===== src/sv/tlnb_pkg.sv =====
package tlnb_pkg;

  // Result phase codes
  localparam logic [1:0] PH_CODE_GREEN  = 2'd0;
  localparam logic [1:0] PH_CODE_YELLOW = 2'd1;
  localparam logic [1:0] PH_CODE_RED    = 2'd2;

  // Configuration register indexes
  localparam logic [1:0] REG_DARK_THRESHOLD = 2'd0;
  localparam logic [1:0] REG_GREEN_SECONDS  = 2'd1;
  localparam logic [1:0] REG_YELLOW_SECONDS = 2'd2;
  localparam logic [1:0] REG_RED_SECONDS    = 2'd3;

  // Reset values of the configuration registers
  localparam logic [11:0] DARK_THRESHOLD_RST = 12'd2000;
  localparam logic [7:0]  GREEN_SECONDS_RST  = 8'd5;
  localparam logic [7:0]  YELLOW_SECONDS_RST = 8'd2;
  localparam logic [7:0]  RED_SECONDS_RST    = 8'd5;

  localparam logic [8:0] MAX_TICKS = 9'd510;

  typedef enum logic [2:0] {
    PH_GREEN  = 3'b001,
    PH_YELLOW = 3'b010,
    PH_RED    = 3'b100
  } phase_t;

  // Phase length in seconds, zero read as one
  function automatic logic [7:0] tlnb_phase_secs(phase_t ph, logic [7:0] g_s,
                                                 logic [7:0] y_s, logic [7:0] r_s);
    logic [7:0] s;
    unique case (ph)
      PH_YELLOW: s = y_s;
      PH_RED:    s = r_s;
      default:   s = g_s;
    endcase
    return (s == 8'd0) ? 8'd1 : s;
  endfunction

  function automatic phase_t tlnb_next_phase(phase_t ph);
    phase_t n;
    unique case (ph)
      PH_GREEN:  n = PH_YELLOW;
      PH_YELLOW: n = PH_RED;
      default:   n = PH_GREEN;
    endcase
    return n;
  endfunction

  function automatic logic [1:0] tlnb_phase_code(phase_t ph);
    logic [1:0] c;
    unique case (ph)
      PH_YELLOW: c = PH_CODE_YELLOW;
      PH_RED:    c = PH_CODE_RED;
      default:   c = PH_CODE_GREEN;
    endcase
    return c;
  endfunction

endpackage


===== src/sv/tlnb_if.sv =====
interface tlnb_in_if;
  logic        valid;
  logic        ready;
  logic [11:0] light_level;

  modport source (output valid, output light_level, input ready);
  modport sink   (input valid, input light_level, output ready);
endinterface

interface tlnb_out_if;
  logic       valid;
  logic       ready;
  logic       red_on;
  logic       yellow_on;
  logic       green_on;
  logic       night_mode;
  logic [1:0] phase_now;
  logic [7:0] seconds_left;

  modport source (output valid, output red_on, output yellow_on, output green_on,
                  output night_mode, output phase_now, output seconds_left,
                  input ready);
  modport sink   (input valid, input red_on, input yellow_on, input green_on,
                  input night_mode, input phase_now, input seconds_left,
                  output ready);
endinterface


===== src/sv/traffic_light_night_blink.sv =====
// Throughput: one beat per cycle unless the output stalls; the whole tick
// update is one combinational pass from the state registers and the input
// beat into the result register; its beat is valid in the next cycle.
// Reset (rst_n low, synchronous): phase green, load pending, blink and dark
// flags clear, configuration registers back to their defaults.
module traffic_light_night_blink
  import tlnb_pkg::*;
(
  input  logic        clk,
  input  logic        rst_n,
  tlnb_in_if.sink     in_ch,
  tlnb_out_if.source  out_ch,
  input  logic        cfg_we,
  input  logic [1:0]  cfg_idx,
  input  logic [11:0] cfg_data
);

  // Configuration registers
  logic [11:0] dark_thr_r;
  logic [7:0]  green_s_r, yellow_s_r, red_s_r;

  // Tick state
  phase_t      phase_r, phase_nxt;
  logic [8:0]  ticks_r, ticks_nxt;
  logic        blink_r, blink_nxt;
  logic        was_dark_r, was_dark_nxt;
  logic [7:0]  sec_cnt_r, sec_cnt_nxt;

  // Result register
  logic        out_valid_r;
  logic        red_r, yellow_r, green_r, night_r;
  logic [1:0]  phase_code_r;
  logic [7:0]  shown_r;
  logic        red_nxt, yellow_nxt, green_nxt, night_nxt;
  logic [1:0]  phase_code_nxt;
  logic [7:0]  shown_nxt;

  logic        accept;

  // Take a beat whenever the result slot is free or draining
  assign in_ch.ready = !out_valid_r || out_ch.ready;
  assign accept      = in_ch.valid && in_ch.ready;

  // Write configuration registers
  always_ff @(posedge clk) begin
    if (!rst_n) begin
      dark_thr_r <= DARK_THRESHOLD_RST;
      green_s_r  <= GREEN_SECONDS_RST;
      yellow_s_r <= YELLOW_SECONDS_RST;
      red_s_r    <= RED_SECONDS_RST;
    end else if (cfg_we) begin
      unique case (cfg_idx)
        REG_DARK_THRESHOLD: dark_thr_r <= cfg_data;
        REG_GREEN_SECONDS:  green_s_r  <= cfg_data[7:0];
        REG_YELLOW_SECONDS: yellow_s_r <= cfg_data[7:0];
        REG_RED_SECONDS:    red_s_r    <= cfg_data[7:0];
      endcase
    end
  end

  // Compute the next state and the result of one tick
  always_comb begin
    phase_t     ph_eff, ph_day, ph_after;
    logic [8:0] tr_load, tr_day, tr_dec, day_ticks;
    logic [7:0] secs_day, sc_base;
    logic       blink_in, start, blink_day;

    ph_eff    = (phase_r == PH_YELLOW || phase_r == PH_RED) ? phase_r : PH_GREEN;
    tr_load   = (ticks_r == 9'd0)
              ? {tlnb_phase_secs(ph_eff, green_s_r, yellow_s_r, red_s_r), 1'b0}
              : ticks_r;

    ph_day    = was_dark_r ? PH_GREEN : ph_eff;
    secs_day  = tlnb_phase_secs(ph_day, green_s_r, yellow_s_r, red_s_r);
    day_ticks = {secs_day, 1'b0};
    tr_day    = was_dark_r ? day_ticks : tr_load;
    blink_in  = was_dark_r ? 1'b0 : blink_r;
    start     = (tr_day == day_ticks);
    blink_day = start || !blink_in;
    sc_base   = start ? secs_day - 8'd1 : sec_cnt_r;
    tr_dec    = tr_day - 9'd1;
    ph_after  = tlnb_next_phase(ph_day);

    phase_nxt      = phase_r;
    ticks_nxt      = ticks_r;
    blink_nxt      = blink_r;
    was_dark_nxt   = was_dark_r;
    sec_cnt_nxt    = sec_cnt_r;
    red_nxt        = 1'b0;
    yellow_nxt     = 1'b0;
    green_nxt      = 1'b0;
    night_nxt      = 1'b0;
    phase_code_nxt = PH_CODE_GREEN;
    shown_nxt      = 8'd0;

    if (in_ch.light_level > dark_thr_r) begin
      // Night: hold the cycle, toggle yellow
      phase_nxt    = ph_eff;
      ticks_nxt    = tr_load;
      was_dark_nxt = 1'b1;
      blink_nxt    = !blink_r;
      yellow_nxt   = !blink_r;
      night_nxt    = 1'b1;
    end else begin
      // Day: drive the phase lamp and count down
      was_dark_nxt   = 1'b0;
      blink_nxt      = blink_day;
      red_nxt        = (ph_day == PH_RED) && blink_day;
      yellow_nxt     = (ph_day == PH_YELLOW) && blink_day;
      green_nxt      = (ph_day == PH_GREEN) && blink_day;
      phase_code_nxt = tlnb_phase_code(ph_day);
      shown_nxt      = blink_day ? sc_base : 8'd0;
      sec_cnt_nxt    = blink_day ? sc_base - 8'd1 : sc_base;
      if (tr_dec == 9'd0) begin
        phase_nxt = ph_after;
        ticks_nxt = {tlnb_phase_secs(ph_after, green_s_r, yellow_s_r, red_s_r), 1'b0};
      end else begin
        phase_nxt = ph_day;
        ticks_nxt = tr_dec;
      end
    end
  end

  // Advance tick state on each accepted beat
  always_ff @(posedge clk) begin
    if (!rst_n) begin
      phase_r    <= PH_GREEN;
      ticks_r    <= 9'd0;
      blink_r    <= 1'b0;
      was_dark_r <= 1'b0;
      sec_cnt_r  <= 8'd0;
    end else if (accept) begin
      phase_r    <= phase_nxt;
      ticks_r    <= ticks_nxt;
      blink_r    <= blink_nxt;
      was_dark_r <= was_dark_nxt;
      sec_cnt_r  <= sec_cnt_nxt;
    end
  end

  // Hold the result beat until taken
  always_ff @(posedge clk) begin
    if (!rst_n) begin
      out_valid_r <= 1'b0;
    end else if (accept) begin
      out_valid_r <= 1'b1;
    end else if (out_ch.ready) begin
      out_valid_r <= 1'b0;
    end
  end

  always_ff @(posedge clk) begin
    if (accept) begin
      red_r        <= red_nxt;
      yellow_r     <= yellow_nxt;
      green_r      <= green_nxt;
      night_r      <= night_nxt;
      phase_code_r <= phase_code_nxt;
      shown_r      <= shown_nxt;
    end
  end

  assign out_ch.valid        = out_valid_r;
  assign out_ch.red_on       = red_r;
  assign out_ch.yellow_on    = yellow_r;
  assign out_ch.green_on     = green_r;
  assign out_ch.night_mode   = night_r;
  assign out_ch.phase_now    = phase_code_r;
  assign out_ch.seconds_left = shown_r;

`ifndef SYNTH
  a_night_dark: assert property (@(posedge clk) disable iff (!rst_n)
    out_valid_r && night_r |-> !red_r && !green_r && phase_code_r == PH_CODE_GREEN
                               && shown_r == 8'd0)
    else $error("night beat drives a day lamp or display");

  a_one_lamp: assert property (@(posedge clk) disable iff (!rst_n)
    out_valid_r |-> $onehot0({red_r, yellow_r, green_r}))
    else $error("more than one lamp lit");

  a_lamp_phase: assert property (@(posedge clk) disable iff (!rst_n)
    out_valid_r && !night_r && (red_r || yellow_r || green_r) |->
      (red_r && phase_code_r == PH_CODE_RED) || (yellow_r && phase_code_r == PH_CODE_YELLOW)
      || (green_r && phase_code_r == PH_CODE_GREEN))
    else $error("lit lamp does not match phase");

  a_ticks_range: assert property (@(posedge clk) disable iff (!rst_n)
    ticks_r <= MAX_TICKS)
    else $error("tick count out of range");

  a_hold_on_stall: assert property (@(posedge clk) disable iff (!rst_n)
    !accept |=> $stable(phase_r) && $stable(ticks_r) && $stable(sec_cnt_r))
    else $error("tick state moved without an input beat");
`endif

endmodule


===== src/flat_wrapper.sv =====
// flat-port wrapper written by rule: the top's interface ports become plain ports
module traffic_light_night_blink_flat import tlnb_pkg::*;
  (clk, rst_n, cfg_we, cfg_idx, cfg_data, in_ch_valid, in_ch_light_level, in_ch_ready, out_ch_valid, out_ch_red_on, out_ch_yellow_on, out_ch_green_on, out_ch_night_mode, out_ch_phase_now, out_ch_seconds_left, out_ch_ready);
  tlnb_in_if in_ch_i ();
  tlnb_out_if out_ch_i ();
  input  logic clk;
  input  logic rst_n;
  input  logic cfg_we;
  input  logic [1:0] cfg_idx;
  input  logic [11:0] cfg_data;
  input wire logic [$bits(in_ch_i.valid)-1:0] in_ch_valid;
  input wire logic [$bits(in_ch_i.light_level)-1:0] in_ch_light_level;
  output wire logic [$bits(in_ch_i.ready)-1:0] in_ch_ready;
  output wire logic [$bits(out_ch_i.valid)-1:0] out_ch_valid;
  output wire logic [$bits(out_ch_i.red_on)-1:0] out_ch_red_on;
  output wire logic [$bits(out_ch_i.yellow_on)-1:0] out_ch_yellow_on;
  output wire logic [$bits(out_ch_i.green_on)-1:0] out_ch_green_on;
  output wire logic [$bits(out_ch_i.night_mode)-1:0] out_ch_night_mode;
  output wire logic [$bits(out_ch_i.phase_now)-1:0] out_ch_phase_now;
  output wire logic [$bits(out_ch_i.seconds_left)-1:0] out_ch_seconds_left;
  input wire logic [$bits(out_ch_i.ready)-1:0] out_ch_ready;
  assign in_ch_i.valid = in_ch_valid;
  assign in_ch_i.light_level = in_ch_light_level;
  assign in_ch_ready = in_ch_i.ready;
  assign out_ch_valid = out_ch_i.valid;
  assign out_ch_red_on = out_ch_i.red_on;
  assign out_ch_yellow_on = out_ch_i.yellow_on;
  assign out_ch_green_on = out_ch_i.green_on;
  assign out_ch_night_mode = out_ch_i.night_mode;
  assign out_ch_phase_now = out_ch_i.phase_now;
  assign out_ch_seconds_left = out_ch_i.seconds_left;
  assign out_ch_i.ready = out_ch_ready;
  traffic_light_night_blink u_core (.clk(clk), .rst_n(rst_n), .in_ch(in_ch_i), .out_ch(out_ch_i), .cfg_we(cfg_we), .cfg_idx(cfg_idx), .cfg_data(cfg_data));
endmodule

===== config.mk =====
export PLATFORM = sky130hd
export DESIGN_NAME = traffic_light_night_blink_flat
export DESIGN_NICKNAME = d
export VERILOG_FILES = /design/src/sv/tlnb_pkg.sv /design/src/sv/tlnb_if.sv /design/src/sv/traffic_light_night_blink.sv /design/src/flat_wrapper.sv
export SDC_FILE = /design/constraint.sdc
export NUM_CORES = 1
export LEC_CHECK = 0
export BUFFER_PORTS_ARGS = -buffer_cell sky130_fd_sc_hd__buf_2
export CAP_MARGIN = 20
export CORE_ASPECT_RATIO = 1.4
export CORE_MARGIN = 5
export CORE_UTILIZATION = 44
export CTS_CLUSTER_SIZE = 12
export DETAILED_ROUTE_END_ITERATION = 16
export PLACE_DENSITY = 0.59
export SYNTH_ARGS = -nofsm -noshare
export SYNTH_HDL_FRONTEND = slang
export SYNTH_SLANG_ARGS = --single-unit

===== constraint.sdc =====
create_clock -name clk -period 5.3 [get_ports clk]
set_clock_uncertainty 0.15 [all_clocks]
set_input_delay 0.265 -clock clk [delete_from_list [all_inputs] [get_ports clk]]
set_output_delay 0.265 -clock clk [all_outputs]
set_load 0.03 [all_outputs]

[After elaboration in Yosys (flattened, before gate mapping)]
Index checks and enable logic that the tools add are counted.
Cells by class
  add/subtract/negate cells: 3
  multiply operators: 0
  divide/modulo/power cells: 0
  $lt $le $gt $ge: 1
  equal/unequal tests: 13
  shift-type cells: 0
  muxes and demuxes: 26
  bitwise gates (word level): 2
  reductions and logical operators: 23
Operators by type and width (count)
  2-to-1 mux 8 bit: 7
  case mux 8 bit (2 select lines): 3
  2-to-1 mux 9 bit: 4
  logical NOT 8 bit: 3
  logical NOT 9 bit: 2
  subtractor 8 x 1 -> 8 bit (second input constant): 2
  == test 3 x 2 -> 1 bit (second input constant): 4
  == test 3 bit (second input constant): 4
  > comparator 12 bit: 1
  2-to-1 mux 3 bit: 4
  AND reduction 2 bit: 5
  == test 9 bit: 1
  subtractor 9 x 1 -> 9 bit (second input constant): 1
  2-to-1 mux 1 bit: 6
  case mux 3 bit (2 select lines): 1
  == test 2 bit (second input constant): 2
  logical AND 1 bit: 4
  case mux 2 bit (2 select lines): 1
  == test 3 x 1 -> 1 bit (second input constant): 1
  logical NOT 1 bit: 3
  logical OR 1 bit: 3
  == test 2 x 1 -> 1 bit (second input constant): 1
  logical NOT 2 bit: 1
  NOT 1 bit: 2
  2 further kinds: 2
Storage, ports and cells
  bits in registers: 73
  bits in latches: 0
  RAM bits: 0
  bits in read-only memories: 0
  output and inout port bits: 16
  memories: 0

[Depth between registers and ports, before layout]
Gate-level depths: netlist (run 1).
  depth in word-level cells: 17
  depth in mapped cells: 21

[Worst setup path after synthesis (run 1)]
Ideal clock, no wire load.
  path kind: flip-flop to flip-flop
  start point: reg u_core.phase_r[0]
  end point: reg u_core.sec_cnt_r[6]
  data arrival time: 3.954 ns
  data required time: 5.080 ns
  slack: 1.127 ns
  cell stages (with the launch flop): 19
  path buffers: 3
  period minus slack after synthesis: 4.173 ns
  cells stage by stage: dfxtp_1 or4b_1 buf_2 nor2_2 or3_1 buf_4 o22a_1 o21ai_1 a2111oi_4 a31o_2 buf_6 mux2i_1 ha_1 nand2b_1 or3_1 or4_1 nor2_1 a32oi_1 a21oi_1
Between the ends
  longest elaborated chain between the ends: 13
  elaborated cells between the ends (all ways): 23
RTL lines
  start, declared: RTL line traffic_light_night_blink.sv:23  | phase_t phase_r, phase_nxt;
  start signal, assigned: RTL line traffic_light_night_blink.sv:133  | phase_r <= phase_nxt;
  == test 3 x 2 -> 1 bit or == test 3 bit (tied branches): RTL line traffic_light_night_blink.sv:68  | ph_eff = (phase_r == PH_YELLOW || phase_r == PH_RED) ? phase_r : PH_GREEN;
  logical OR 1 bit: RTL line traffic_light_night_blink.sv:68
  2-to-1 mux 3 bit (*): RTL line traffic_light_night_blink.sv:68
  branches (longest 9 deep; another with subtractor 8 x 1 -> 8 bit)
  2-to-1 mux 8 bit (*): RTL line traffic_light_night_blink.sv:113  | sec_cnt_nxt = blink_day ? sc_base - 8'd1 : sc_base;
  end signal, assigned: RTL line traffic_light_night_blink.sv:137  | sec_cnt_r <= sec_cnt_nxt;
  end, declared: RTL line traffic_light_night_blink.sv:27  | logic [7:0] sec_cnt_r, sec_cnt_nxt;
Mark *: on every way between the ends.
A chain may end at the register's enable or synchronous reset.

[Worst setup path after layout (run 1)]
  start point: reg u_core.phase_r[1]
  end point: reg u_core.sec_cnt_r[6]
The elaborated chain is that of the path after synthesis.

==> run_summary.xml, run 1 <==
<?xml version="1.0" encoding="UTF-8"?>
<metrics>
  <group name="status">
    <metric name="outcome" unit="">finished clean</metric>
  </group>
  <group name="clock_tree">
    <metric name="clock_pin_slew_worst_setup_and_hold_paths" unit="ps">60</metric>
    <metric name="root_buffer" unit="">clkbuf_16</metric>
    <metric name="tritoncts" unit="">built</metric>
    <metric name="post_cts_buffers" unit="">0</metric>
    <metric name="worstSkewPairLatency" unit="ps">340</metric>
    <metric name="clock_path_buffers" unit="">2</metric>
    <metric name="cts_buffers" unit="">9</metric>
    <metric name="num_clock_sinks" unit="">73</metric>
    <metric name="htreeDepth" unit="">3</metric>
  </group>
  <group name="synthesis">
    <metric name="syn-instance-count" unit="">668</metric>
    <metric name="synth.ff_latch_count" unit="">73</metric>
    <metric name="synth-edff-count" unit="">14</metric>
    <metric name="asyncSetResetFlopFracSynth" unit="">0</metric>
    <metric name="synthesis.nets" unit="">718</metric>
    <metric name="synth.cells.most_frequent" unit="">nand2_1, dfxtp_1, nor2_1</metric>
    <metric name="post-synth-top-count-cell" unit="">nand2_1</metric>
    <metric name="synth_top_cells_by_area" unit="">dfxtp_1, nand2_1, edfxtp_1</metric>
    <metric name="synth_top_area_frac" unit="">0.2239</metric>
    <metric name="synth.largest_area_cell" unit="">dfxtp_1</metric>
    <metric name="syn_avg_cell_area" unit="µm²">7.899</metric>
    <metric name="synthFlopType" unit="">dfxtp_1</metric>
    <metric name="synth-warning-count" unit="">0</metric>
    <metric name="syn-cell-area" unit="mm²">0.005276</metric>
    <metric name="yosysUniqueCellTypes" unit="">80</metric>
    <metric name="synth_sequential_area_ratio" unit="">0.3035</metric>
  </group>
  <group name="flow_run">
    <metric name="timing.max_cap.violations" unit="">0</metric>
  </group>
  <group name="timing">
    <metric name="setup_repair_after_global_routing_missed_its_margin" unit="">no</metric>
    <metric name="final.min_clock_period" unit="ps">4769</metric>
    <metric name="report.final.setup_viol" unit="">0</metric>
    <metric name="achievable-frequency" unit="MHz">209.7</metric>
    <metric name="final_period_utilization" unit="">0.8999</metric>
    <metric name="worst_pin_slew" unit="ps">1056</metric>
    <metric name="whs" unit="ps">26.18</metric>
    <metric name="slew_violations" unit="">0</metric>
    <metric name="timing_hold_violations_final" unit="">0</metric>
    <metric name="slew-limit-headroom" unit="">0.2932</metric>
    <metric name="setup_tns" unit="ps">0</metric>
  </group>
  <group name="hold_path">
    <metric name="hold_class" unit="">input port to flop</metric>
  </group>
  <group name="floorplan">
    <metric name="io-pin-count" unit="">47</metric>
    <metric name="floorplan.die_area" unit="mm²">0.01431</metric>
    <metric name="die_width" unit="µm">102.6</metric>
    <metric name="core_region_area" unit="mm²">0.01182</metric>
    <metric name="fp-row-count" unit="">47</metric>
    <metric name="die_h" unit="µm">139.6</metric>
    <metric name="initial_utilization" unit="">0.4464</metric>
  </group>
  <group name="global_route">
    <metric name="global_route.usage.total" unit="">0.2323</metric>
    <metric name="maximum_number_of_pins_on_one_net_before_global_route_repair" unit="">59</metric>
    <metric name="antenna_found_initial" unit="">0</metric>
    <metric name="global_route_wire_length_before_repair" unit="mm">25.76</metric>
    <metric name="via_count_of_the_first_global_routing_pass" unit="">4976</metric>
    <metric name="global_route.overflow_total" unit="">0</metric>
  </group>
  <group name="pwr">
    <metric name="leakagePower" unit="nW">2.243</metric>
    <metric name="vdd_drop_max" unit="µV">206.4</metric>
    <metric name="total_power" unit="W">0.001824</metric>
    <metric name="power.density_cell_area" unit="mW/mm²">307.4</metric>
  </group>
  <group name="critical_path">
    <metric name="cp.arrival" unit="ps">4880</metric>
    <metric name="setup.worst_path.class" unit="">flop to flop</metric>
    <metric name="critPathMaxFanout" unit="">15</metric>
    <metric name="timing.critical_path.from_type" unit="">flop</metric>
    <metric name="worst_ep_required_time" unit="ps">5410</metric>
    <metric name="worst_setup_path_end_kind" unit="">flop</metric>
  </group>
  <group name="finish">
    <metric name="drive_above_1_share" unit="">0.1439</metric>
    <metric name="fin_util" unit="">0.5021</metric>
    <metric name="area_growth" unit="%">12.47</metric>
    <metric name="num-nets-final" unit="">747</metric>
    <metric name="number_of_diodes_added_for_antenna_fixing" unit="">0</metric>
  </group>
  <group name="routing">
    <metric name="routed-via-count" unit="">5079</metric>
    <metric name="route.detailed.drc" unit="">0</metric>
    <metric name="drt_iter0_drc" unit="">361</metric>
    <metric name="ant_nets" unit="">0</metric>
    <metric name="first_pass_iters" unit="">5</metric>
    <metric name="finalWirelength" unit="mm">16.30</metric>
    <metric name="avgViaCountPerCell" unit="">5.982</metric>
    <metric name="wire_per_inst" unit="µm">19.20</metric>
  </group>
  <group name="placed_design">
    <metric name="place.gp.congestion" unit="">0.9016</metric>
    <metric name="detailed_place_hpwl" unit="mm">12.48</metric>
    <metric name="place.port_buffers" unit="">46</metric>
  </group>
</metrics>
-- sequential cells by signal, indices dropped and copies added (netlist names), 2 cells and up --
signal,count
u_core.dark_thr_r,12
u_core.ticks_r,9
u_core.green_s_r,8
u_core.out_ch.seconds_left,8
u_core.red_s_r,8
u_core.sec_cnt_r,8
u_core.yellow_s_r,8
u_core.phase_r,3
u_core.out_ch.phase_now,2
-- area by class of cell --
class / instances / area, µm²
inverters: 25 / 96.34
well taps: 147 / 183.9
multi-input cells: 530 / 3383
clock inverters: 4 / 52.55
flip-flops and latches: 73 / 1602
clock buffers: 12 / 289.0
repair buffers: 58 / 327.8
fillers: 1186 / 5886
-- through the flow --
| step | setup WS (ps) | instances | instance area (µm²) |
|---|---|---|---|
| floorplan | 1127 | 668 | 5276 |
| global placement | 679.6 | 830 | 5563 |
| detailed placement | 571.6 | 830 | 5563 |
| CTS | 547.4 | 849 | 5934 |
| global route | 55.78 | 849 | 5934 |
| finish | 530.7 | 849 | 5934 |
-- logic make-up (layout without fill, tap and decap cells) --
kind of cell             after synthesis  count (layout)  synth area share
XOR/XNOR                              19              19           0.03439
adder cells (fa/ha/maj)               19              19           0.04506
AO/OA/AOI/OAI                        188             188            0.2525
multiplexers                          14              14           0.02703
flip-flops                            73              73            0.3035
AND/OR/NAND/NOR                      290             290            0.2812
buffers and inverters                 65              99           0.05620
-- layer usage --
layer	vias up	global-route usage	wire, µm
met5	-	0	0
met4	0	0.1064	651
met3	36	0.03405	541
met2	131	0.4156	8614
met1	2439	0.2642	6495
li1	2473	-	-
-- worst paths after layout --
check	to	cells past startpoint	slack, ps	startpoint
setup / recovery	u_core.sec_cnt_r[6]$_SDFFE_PN0P_	15	530	u_core.phase_r[1]$_SDFFE_PN0P_
hold / removal	u_core.out_ch.valid$_SDFFE_PN0P_	3	30	in_ch_valid
setup reg to reg	u_core.sec_cnt_r[6]$_SDFFE_PN0P_	15	530	u_core.phase_r[1]$_SDFFE_PN0P_
hold reg to reg	u_core.dark_thr_r[11]$_SDFFE_PN0P_	2	320	u_core.dark_thr_r[11]$_SDFFE_PN0P_
-- worst max-delay path: stages, from the launching register on --
cell and delay (ps):
dfxtp_1 470, or4b_1 730, nor2_2 170, or3_1 280, o22a_1 190, o21ai_1 100
a2111oi_4 520, a31o_2 360, mux2i_1 290, ha_1 240, nand2b_1 100, or3_1 370
or4_1 410, nor2_1 100, a32oi_1 60, a21oi_1 150
-- report_power, final --
part	internal, W	switching, W
Sequential	0.000606	0.0000422
Clock	0.000437	0.000248
Combinational	0.000188	0.000303
Total	0.00123	0.000593
-- cells in the final DEF, fill, tap and decap left out, types with 4 or more instances in the layout --
master | netlist | final
buf_2 | 7 | 46
o211ai_1 | 7 | 7
or2_2 | 4 | 4
clkbuf_16 | 0 | 11
nor3_1 | 10 | 10
o21a_1 | 13 | 13
inv_1 | 24 | 24
and2_1 | 5 | 5
a21boi_0 | 25 | 25
or3_1 | 7 | 7
o22ai_1 | 5 | 5
a21oi_1 | 27 | 27
a31o_2 | 4 | 4
buf_4 | 5 | 9
a22oi_1 | 8 | 8
and3_1 | 4 | 4
a21o_1 | 13 | 13
nand3b_1 | 16 | 16
o21ai_0 | 32 | 32
o22a_1 | 4 | 4
mux2i_1 | 12 | 12
dfxtp_1 | 59 | 59
edfxtp_1 | 14 | 14
ha_1 | 19 | 19
nor2b_1 | 7 | 7
xor2_1 | 8 | 8
a211oi_1 | 6 | 6
nand4_1 | 10 | 10
a31oi_1 | 14 | 14
nand2b_1 | 12 | 12
nand3_1 | 16 | 16
nand2_1 | 118 | 118
xnor2_1 | 9 | 9
nor2_1 | 45 | 45
nor4_1 | 9 | 9
-- repair_timing --
| item | 4_1_cts | 5_1_grt |
|---|---|---|
| gates resized for setup | 0 | 0 |
| endpoints found under the hold margin | 3 | 0 |
| hold buffers | 3 | 0 |
Note: power is estimated with default switching activity, not from simulation.
==> run 2: changes to the inputs <==
--- a/config.mk
+++ b/config.mk
@@ -10,6 +10,7 @@
 export CORE_ASPECT_RATIO = 1.4
 export CORE_MARGIN = 5
 export CORE_UTILIZATION = 44
+export CTS_BUF_LIST = sky130_fd_sc_hd__clkbuf_8
 export CTS_CLUSTER_SIZE = 12
 export DETAILED_ROUTE_END_ITERATION = 16
 export PLACE_DENSITY = 0.59
==> run_summary.xml, run 2 (synthesis results as in run 1) <==
<?xml version="1.0" encoding="UTF-8"?>
<metrics>
  <group name="global_route">
    <metric name="global_route_wire_length_before_repair" unit="mm">25.76</metric>
    <metric name="global_route.overflow_total" unit="">0</metric>
    <metric name="via_count_of_the_first_global_routing_pass" unit="">5005</metric>
    <metric name="global_route.usage.total" unit="">0.2320</metric>
    <metric name="maximum_number_of_pins_on_one_net_before_global_route_repair" unit="">59</metric>
    <metric name="antenna_found_initial" unit="">0</metric>
  </group>
  <group name="critical_path">
    <metric name="crit-reg2reg-capture" unit="">u_core.sec_cnt_r[6]$_SDFFE_PN0P_</metric>
    <metric name="worst_setup_path_endpoint" unit="">u_core.sec_cnt_r[6]$_SDFFE_PN0P_</metric>
    <metric name="worst-r2r-setup-slack" unit="ps">510</metric>
    <metric name="worst_setup_path_end_kind" unit="">flop</metric>
    <metric name="worst_r2r_startpoint" unit="">u_core.phase_r[1]$_SDFFE_PN0P_</metric>
    <metric name="setup.worst_path.class" unit="">flop to flop</metric>
    <metric name="worst_ep_required_time" unit="ps">5430</metric>
    <metric name="crit_path_start" unit="">u_core.phase_r[1]$_SDFFE_PN0P_</metric>
    <metric name="timing.critical_path.slowest_stage_cell" unit="">or4b_1</metric>
    <metric name="worst-path-stages" unit="">17</metric>
    <metric name="cp_num_buf_inv" unit="">1</metric>
    <metric name="cp.arrival" unit="ps">4920</metric>
    <metric name="cp_top_family" unit="">simple AND/OR/NAND/NOR gates</metric>
    <metric name="critical-path-top-cell-by-count" unit="">or3_1</metric>
    <metric name="r2r_cells" unit="">17</metric>
    <metric name="timing.critical_path.from_type" unit="">flop</metric>
    <metric name="critPathMaxFanout" unit="">15</metric>
    <metric name="ordered_list_of_cells_on_the_worst_path" unit="">or4b_1, nor2_2, or3_1, o21a_1, nand3_2, nand2_2, inv_4, xnor2_2, a31o_2, mux2i_1, ha_1, nand2b_1, or3_1, or4_1, nor2_1, a32oi_1, a21oi_1</metric>
    <metric name="worst_path_largest_cell_delay" unit="ps">730</metric>
  </group>
  <group name="clock_tree">
    <metric name="cts_buffers" unit="">9</metric>
    <metric name="clock_path_buffers" unit="">2</metric>
    <metric name="htreeDepth" unit="">3</metric>
    <metric name="worstSkewPairLatency" unit="ps">350</metric>
    <metric name="post_cts_buffers" unit="">0</metric>
    <metric name="post_cts_resize_count" unit="">0</metric>
    <metric name="clock_pin_slew_worst_setup_and_hold_paths" unit="ps">80</metric>
    <metric name="num_clock_sinks" unit="">73</metric>
    <metric name="root_buffer" unit="">clkbuf_8</metric>
    <metric name="tritoncts" unit="">built</metric>
  </group>
  <group name="finish">
    <metric name="fill_cells" unit="">1190</metric>
    <metric name="mostFrequentLayoutCells" unit="">nand2_1, dfxtp_1, buf_2</metric>
    <metric name="layout_top_registers" unit="">u_core.dark_thr_r (12), u_core.ticks_r (9)</metric>
    <metric name="non_filler_cell_area_final" unit="mm²">0.005863</metric>
    <metric name="num-nets-final" unit="">749</metric>
    <metric name="number_of_diodes_added_for_antenna_fixing" unit="">0</metric>
    <metric name="flip_flop_count_of_the_largest_register_after_layout" unit="">12</metric>
    <metric name="drive_above_1_share" unit="">0.1435</metric>
    <metric name="area_growth" unit="%">11.12</metric>
    <metric name="mostFrequentLayoutCell" unit="">nand2_1</metric>
    <metric name="fin_cells" unit="">851</metric>
    <metric name="register_name_with_the_most_flops" unit="">u_core.dark_thr_r</metric>
  </group>
  <group name="timing">
    <metric name="setup_ws" unit="ps">513.8</metric>
    <metric name="final_period_utilization" unit="">0.9031</metric>
    <metric name="timing_hold_violations_final" unit="">0</metric>
    <metric name="final.min_clock_period" unit="ps">4786</metric>
    <metric name="slew_violations" unit="">0</metric>
    <metric name="setup_repair_after_global_routing_missed_its_margin" unit="">no</metric>
    <metric name="setup_tns" unit="ps">0</metric>
    <metric name="report.final.setup_viol" unit="">0</metric>
    <metric name="worst_pin_slew" unit="ps">1049</metric>
    <metric name="achievable-frequency" unit="MHz">208.9</metric>
    <metric name="slew-limit-headroom" unit="">0.2974</metric>
  </group>
  <group name="hold_path">
    <metric name="hold_class" unit="">input port to flop</metric>
    <metric name="holdCritStartpoint" unit="">cfg_data[2]</metric>
  </group>
  <group name="floorplan">
    <metric name="fp-row-count" unit="">47</metric>
    <metric name="core_region_area" unit="mm²">0.01182</metric>
    <metric name="floorplan.die_area" unit="mm²">0.01431</metric>
    <metric name="initial_utilization" unit="">0.4464</metric>
    <metric name="die_width" unit="µm">102.6</metric>
    <metric name="die_h" unit="µm">139.6</metric>
    <metric name="io-pin-count" unit="">47</metric>
  </group>
  <group name="routing">
    <metric name="wire_per_inst" unit="µm">19.10</metric>
    <metric name="ant_nets" unit="">0</metric>
    <metric name="routed-via-count" unit="">5133</metric>
    <metric name="drt_iter0_drc" unit="">318</metric>
    <metric name="first_pass_iters" unit="">6</metric>
    <metric name="finalWirelength" unit="mm">16.25</metric>
    <metric name="avgViaCountPerCell" unit="">6.032</metric>
    <metric name="route.detailed.drc" unit="">0</metric>
  </group>
  <group name="placed_design">
    <metric name="detailed_place_hpwl" unit="mm">12.48</metric>
    <metric name="place.gp.congestion" unit="">0.9016</metric>
    <metric name="post_dp_cell_area" unit="mm²">0.005563</metric>
    <metric name="placed_cells" unit="">830</metric>
    <metric name="place.port_buffers" unit="">46</metric>
    <metric name="place_worst_setup_slack" unit="ps">571.6</metric>
  </group>
  <group name="pwr">
    <metric name="vdd_drop_max" unit="µV">149.7</metric>
    <metric name="leakagePower" unit="nW">2.209</metric>
    <metric name="power.density_cell_area" unit="mW/mm²">288.5</metric>
  </group>
  <group name="flow_run">
    <metric name="timing.max_cap.violations" unit="">0</metric>
  </group>
  <group name="status">
    <metric name="outcome" unit="">finished clean</metric>
  </group>
</metrics>
[run 2: metrics by stage]
| step | util | hold slack (ps) | power [W] |
|---|---|---|---|
| detailed placement | 0.4706 | 318.3 | 0.001146 |
| global route | 0.4960 | 46.67 | 0.001781 |
| floorplan | - | 239.0 | 0.001019 |
| CTS | 0.4960 | 43.13 | 0.001703 |
| finish | 0.4960 | 53.33 | 0.001691 |
| global placement | 0.4706 | 310.1 | 0.001142 |
[run 2: area by class of cell]
cell class,count,area [µm²],share of cell area
sequential,73,1602,0.2732
tap,147,183.9,0.03137
timing repair buffer,60,347.8,0.05933
clock inverter,6,112.6,0.01921
clock buffer,10,137.6,0.02347
multi-input combinational,530,3383,0.5770
inverter,25,96.34,0.01643
[run 2: repair_timing]
action | 4_1_cts | 5_1_grt
hold buffers | 5 | 0
hold endpoints to repair | 5 | 0
endpoints found under the setup margin | 0 | 0
[run 2: where the power goes]
group | total [W] | leakage, nW | switching [W] | internal [W]
combinational | 0.000491 | 1.46 | 0.000302 | 0.000189
sequential | 0.000647 | 0.623 | 0.0000420 | 0.000605
clock | 0.000553 | 0.127 | 0.000225 | 0.000328
[run 2: worst min-delay path, cell delays in order]
cell     delay, ps
buf_2          130
nand2_1         60
nand3_1         70
[run 2: worst min path at each step]
stage	to	slack [ps]	cells past startpoint
after floorplan	u_core.green_s_r[0]$_SDFFE_PN1P_	240	2
after global placement	u_core.dark_thr_r[3]$_SDFFE_PN0P_	310	2
after detailed placement	u_core.dark_thr_r[1]$_SDFFE_PN0P_	320	2
after CTS	u_core.red_s_r[0]$_SDFFE_PN1P_	40	3
after global routing	u_core.dark_thr_r[1]$_SDFFE_PN0P_	50	3
final	u_core.green_s_r[2]$_SDFFE_PN1P_	50	3
[run 2: metal layers]
| metal | track usage | wire, µm | part of all wire |
|---|---|---|---|
| met3 | 0.03255 | 562 | 0.035 |
| met5 | 0 | 0 | 0 |
| met1 | 0.2657 | 6460 | 0.40 |
| met4 | 0.1044 | 730 | 0.045 |
| met2 | 0.4149 | 8499 | 0.52 |
==> run 3: changes to the inputs <==
--- a/config.mk
+++ b/config.mk
@@ -9,11 +9,11 @@
 export CAP_MARGIN = 20
 export CORE_ASPECT_RATIO = 1.4
 export CORE_MARGIN = 5
-export CORE_UTILIZATION = 44
+export CORE_UTILIZATION = 30
 export CTS_BUF_LIST = sky130_fd_sc_hd__clkbuf_8
 export CTS_CLUSTER_SIZE = 12
 export DETAILED_ROUTE_END_ITERATION = 16
-export PLACE_DENSITY = 0.59
+export PLACE_DENSITY = 0.43
 export SYNTH_ARGS = -nofsm -noshare
 export SYNTH_HDL_FRONTEND = slang
 export SYNTH_SLANG_ARGS = --single-unit
==> run_summary.xml, run 3 (synthesis results as in run 1) <==
<?xml version="1.0" encoding="UTF-8"?>
<metrics>
  <group name="global_route">
    <metric name="antenna_found_initial" unit="">0</metric>
    <metric name="maximum_number_of_pins_on_one_net_before_global_route_repair" unit="">38</metric>
    <metric name="global_route_wire_length_before_repair" unit="mm">27.90</metric>
    <metric name="global_route.overflow_total" unit="">0</metric>
    <metric name="via_count_of_the_first_global_routing_pass" unit="">5124</metric>
    <metric name="global_route.usage.total" unit="">0.1777</metric>
  </group>
  <group name="critical_path">
    <metric name="worst_setup_path_endpoint" unit="">u_core.sec_cnt_r[6]$_SDFFE_PN0P_</metric>
    <metric name="worst-path-stages" unit="">17</metric>
    <metric name="cp_num_buf_inv" unit="">1</metric>
    <metric name="setup.worst_path.class" unit="">flop to flop</metric>
    <metric name="worst-r2r-setup-slack" unit="ps">530</metric>
    <metric name="ordered_list_of_cells_on_the_worst_path" unit="">or4b_1, nor2_2, or3_1, o21a_1, nand3_2, nand2_2, inv_4, xnor2_2, a31o_2, mux2i_1, ha_1, nand2b_1, or3_1, or4_1, nor2_1, a32oi_1, a21oi_1</metric>
    <metric name="worst_path_largest_cell_delay" unit="ps">760</metric>
    <metric name="critical-path-top-cell-by-count" unit="">or3_1</metric>
    <metric name="worst_r2r_startpoint" unit="">u_core.phase_r[0]$_SDFFE_PN1P_</metric>
    <metric name="critPathMaxFanout" unit="">15</metric>
    <metric name="timing.critical_path.from_type" unit="">flop</metric>
    <metric name="crit-reg2reg-capture" unit="">u_core.sec_cnt_r[6]$_SDFFE_PN0P_</metric>
    <metric name="worst_setup_path_end_kind" unit="">flop</metric>
    <metric name="cp_top_family" unit="">simple AND/OR/NAND/NOR gates</metric>
    <metric name="cp.arrival" unit="ps">4920</metric>
    <metric name="timing.critical_path.slowest_stage_cell" unit="">or4b_1</metric>
    <metric name="crit_path_start" unit="">u_core.phase_r[0]$_SDFFE_PN1P_</metric>
    <metric name="r2r_cells" unit="">17</metric>
    <metric name="worst_ep_required_time" unit="ps">5450</metric>
  </group>
  <group name="finish">
    <metric name="fill_cells" unit="">1862</metric>
    <metric name="area_growth" unit="%">13.33</metric>
    <metric name="flip_flop_count_of_the_largest_register_after_layout" unit="">12</metric>
    <metric name="layout_top_registers" unit="">u_core.dark_thr_r (12), u_core.ticks_r (9)</metric>
    <metric name="number_of_diodes_added_for_antenna_fixing" unit="">0</metric>
    <metric name="num-nets-final" unit="">752</metric>
    <metric name="drive_above_1_share" unit="">0.1445</metric>
    <metric name="sequential_cell_area" unit="mm²">0.001602</metric>
    <metric name="multi_input_area" unit="mm²">0.003383</metric>
    <metric name="register_name_with_the_most_flops" unit="">u_core.dark_thr_r</metric>
    <metric name="mostFrequentLayoutCells" unit="">nand2_1, dfxtp_1, buf_2</metric>
    <metric name="mostFrequentLayoutCell" unit="">nand2_1</metric>
  </group>
  <group name="pwr">
    <metric name="intPower" unit="W">0.001095</metric>
    <metric name="power.share.combinational" unit="">0.295</metric>
    <metric name="leakagePower" unit="nW">2.217</metric>
    <metric name="vdd_drop_max" unit="µV">118.6</metric>
    <metric name="net-switching-power" unit="W">0.0005652</metric>
    <metric name="power_switching_share" unit="">0.3405</metric>
    <metric name="power_frac_seq" unit="">0.390</metric>
    <metric name="clock_power_share" unit="">0.314</metric>
    <metric name="power.density_cell_area" unit="mW/mm²">277.7</metric>
  </group>
  <group name="timing">
    <metric name="report.final.setup_viol" unit="">0</metric>
    <metric name="slew-limit-headroom" unit="">0.5472</metric>
    <metric name="whs" unit="ps">26.97</metric>
    <metric name="achievable-frequency" unit="MHz">209.8</metric>
    <metric name="slew_violations" unit="">0</metric>
    <metric name="timing_hold_violations_final" unit="">0</metric>
    <metric name="setup_repair_after_global_routing_missed_its_margin" unit="">no</metric>
    <metric name="worst_pin_slew" unit="ps">671.8</metric>
    <metric name="final.min_clock_period" unit="ps">4767</metric>
    <metric name="setup_tns" unit="ps">0</metric>
    <metric name="final_period_utilization" unit="">0.8995</metric>
  </group>
  <group name="routing">
    <metric name="avgViaCountPerCell" unit="">5.304</metric>
    <metric name="drt_iter0_drc" unit="">232</metric>
    <metric name="wire_per_inst" unit="µm">18.45</metric>
    <metric name="first_pass_iters" unit="">5</metric>
    <metric name="ant_nets" unit="">0</metric>
    <metric name="routed-via-count" unit="">4996</metric>
    <metric name="route.detailed.drc" unit="">0</metric>
    <metric name="finalWirelength" unit="mm">17.38</metric>
  </group>
  <group name="clock_tree">
    <metric name="post_cts_buffers" unit="">0</metric>
    <metric name="tritoncts" unit="">built</metric>
    <metric name="num_clock_sinks" unit="">73</metric>
    <metric name="worstSkewPairLatency" unit="ps">380</metric>
    <metric name="cts_buffers" unit="">9</metric>
    <metric name="root_buffer" unit="">clkbuf_8</metric>
    <metric name="post_cts_resize_count" unit="">0</metric>
    <metric name="clock_pin_slew_worst_setup_and_hold_paths" unit="ps">70</metric>
    <metric name="clock_path_buffers" unit="">2</metric>
    <metric name="cts-hold-fix-buffers" unit="">5</metric>
    <metric name="htreeDepth" unit="">3</metric>
  </group>
  <group name="floorplan">
    <metric name="io-pin-count" unit="">47</metric>
    <metric name="initial_utilization" unit="">0.3045</metric>
    <metric name="die_width" unit="µm">122.1</metric>
    <metric name="die_h" unit="µm">166.9</metric>
    <metric name="fp-row-count" unit="">57</metric>
    <metric name="core_region_area" unit="mm²">0.01733</metric>
    <metric name="floorplan.die_area" unit="mm²">0.02038</metric>
  </group>
  <group name="hold_path">
    <metric name="hold_class" unit="">input port to flop</metric>
  </group>
  <group name="status">
    <metric name="outcome" unit="">finished clean</metric>
  </group>
  <group name="placed_design">
    <metric name="place.port_buffers" unit="">46</metric>
    <metric name="place.gp.congestion" unit="">0.8933</metric>
    <metric name="detailed_place_hpwl" unit="mm">13.57</metric>
  </group>
  <group name="flow_run">
    <metric name="timing.max_cap.violations" unit="">0</metric>
  </group>
</metrics>
## run 3: cell count changes in the layout (fill, tap and decap cells not counted), sizes merged
cell / change
buf: +3
clkbuf: +2
bufinv: -1
clkinv: -1
inv: -1
## run 3: power groups by stage
stage / Clock, W / Combinational [W] / Sequential, W
final: 0.000522 / 0.000490 / 0.000648
after floorplan: 0 / 0.000358 / 0.000661
after CTS: 0.000540 / 0.000496 / 0.000647
after global routing: 0.000564 / 0.000544 / 0.000653
after detailed placement: 0 / 0.000489 / 0.000660
after global placement: 0 / 0.000490 / 0.000660
## run 3: routing by layer
metal	wire, µm	global-route usage
met1	6949	0.2021
met3	530	0.02408
met4	1032	0.1145
met2	8872	0.3068
met5	0	0
## run 3: final cells by class
cell class | instances | area share
tap | 236 | 0.04938
clock inverter | 3 | 0.01067
sequential | 73 | 0.2678
multi-input combinational | 530 | 0.5658
timing repair buffer | 63 | 0.06257
inverter | 25 | 0.01611
clock buffer | 12 | 0.02762
## run 3: worst min-delay path by stage
stage	from	to	slack (ps)	cells after the start
3_3_place_gp	u_core.dark_thr_r[5]$_SDFFE_PN0P_	u_core.dark_thr_r[5]$_SDFFE_PN0P_	300	2
5_1_grt	cfg_data[1]	u_core.dark_thr_r[1]$_SDFFE_PN0P_	30	3
4_1_cts	cfg_data[1]	u_core.yellow_s_r[1]$_SDFFE_PN1P_	3	3
2_1_floorplan	cfg_data[0]	u_core.green_s_r[0]$_SDFFE_PN1P_	240	2
3_5_place_dp	u_core.dark_thr_r[5]$_SDFFE_PN0P_	u_core.dark_thr_r[5]$_SDFFE_PN0P_	310	2
6_report	cfg_data[1]	u_core.yellow_s_r[1]$_SDFFE_PN1P_	30	3
## run 3: worst min-delay path, cell delays in order
cell,delay [ps]
buf_2,130
nand2_1,60
nand3_1,70
## run 3: stage by stage
stage | cells | setup slack [ps] | utilization | instance area [µm²] | total power (W)
2_1_floorplan | 668 | 1127 | - | 5276 | 0.001019
3_3_place_gp | 921 | 605.1 | 0.3283 | 5689 | 0.001150
3_5_place_dp | 921 | 548.0 | 0.3283 | 5689 | 0.001150
4_1_cts | 941 | 511.2 | 0.3444 | 5968 | 0.001683
5_1_grt | 942 | 25.23 | 0.3450 | 5979 | 0.001761
6_report | 942 | 532.9 | 0.3450 | 5979 | 0.001660
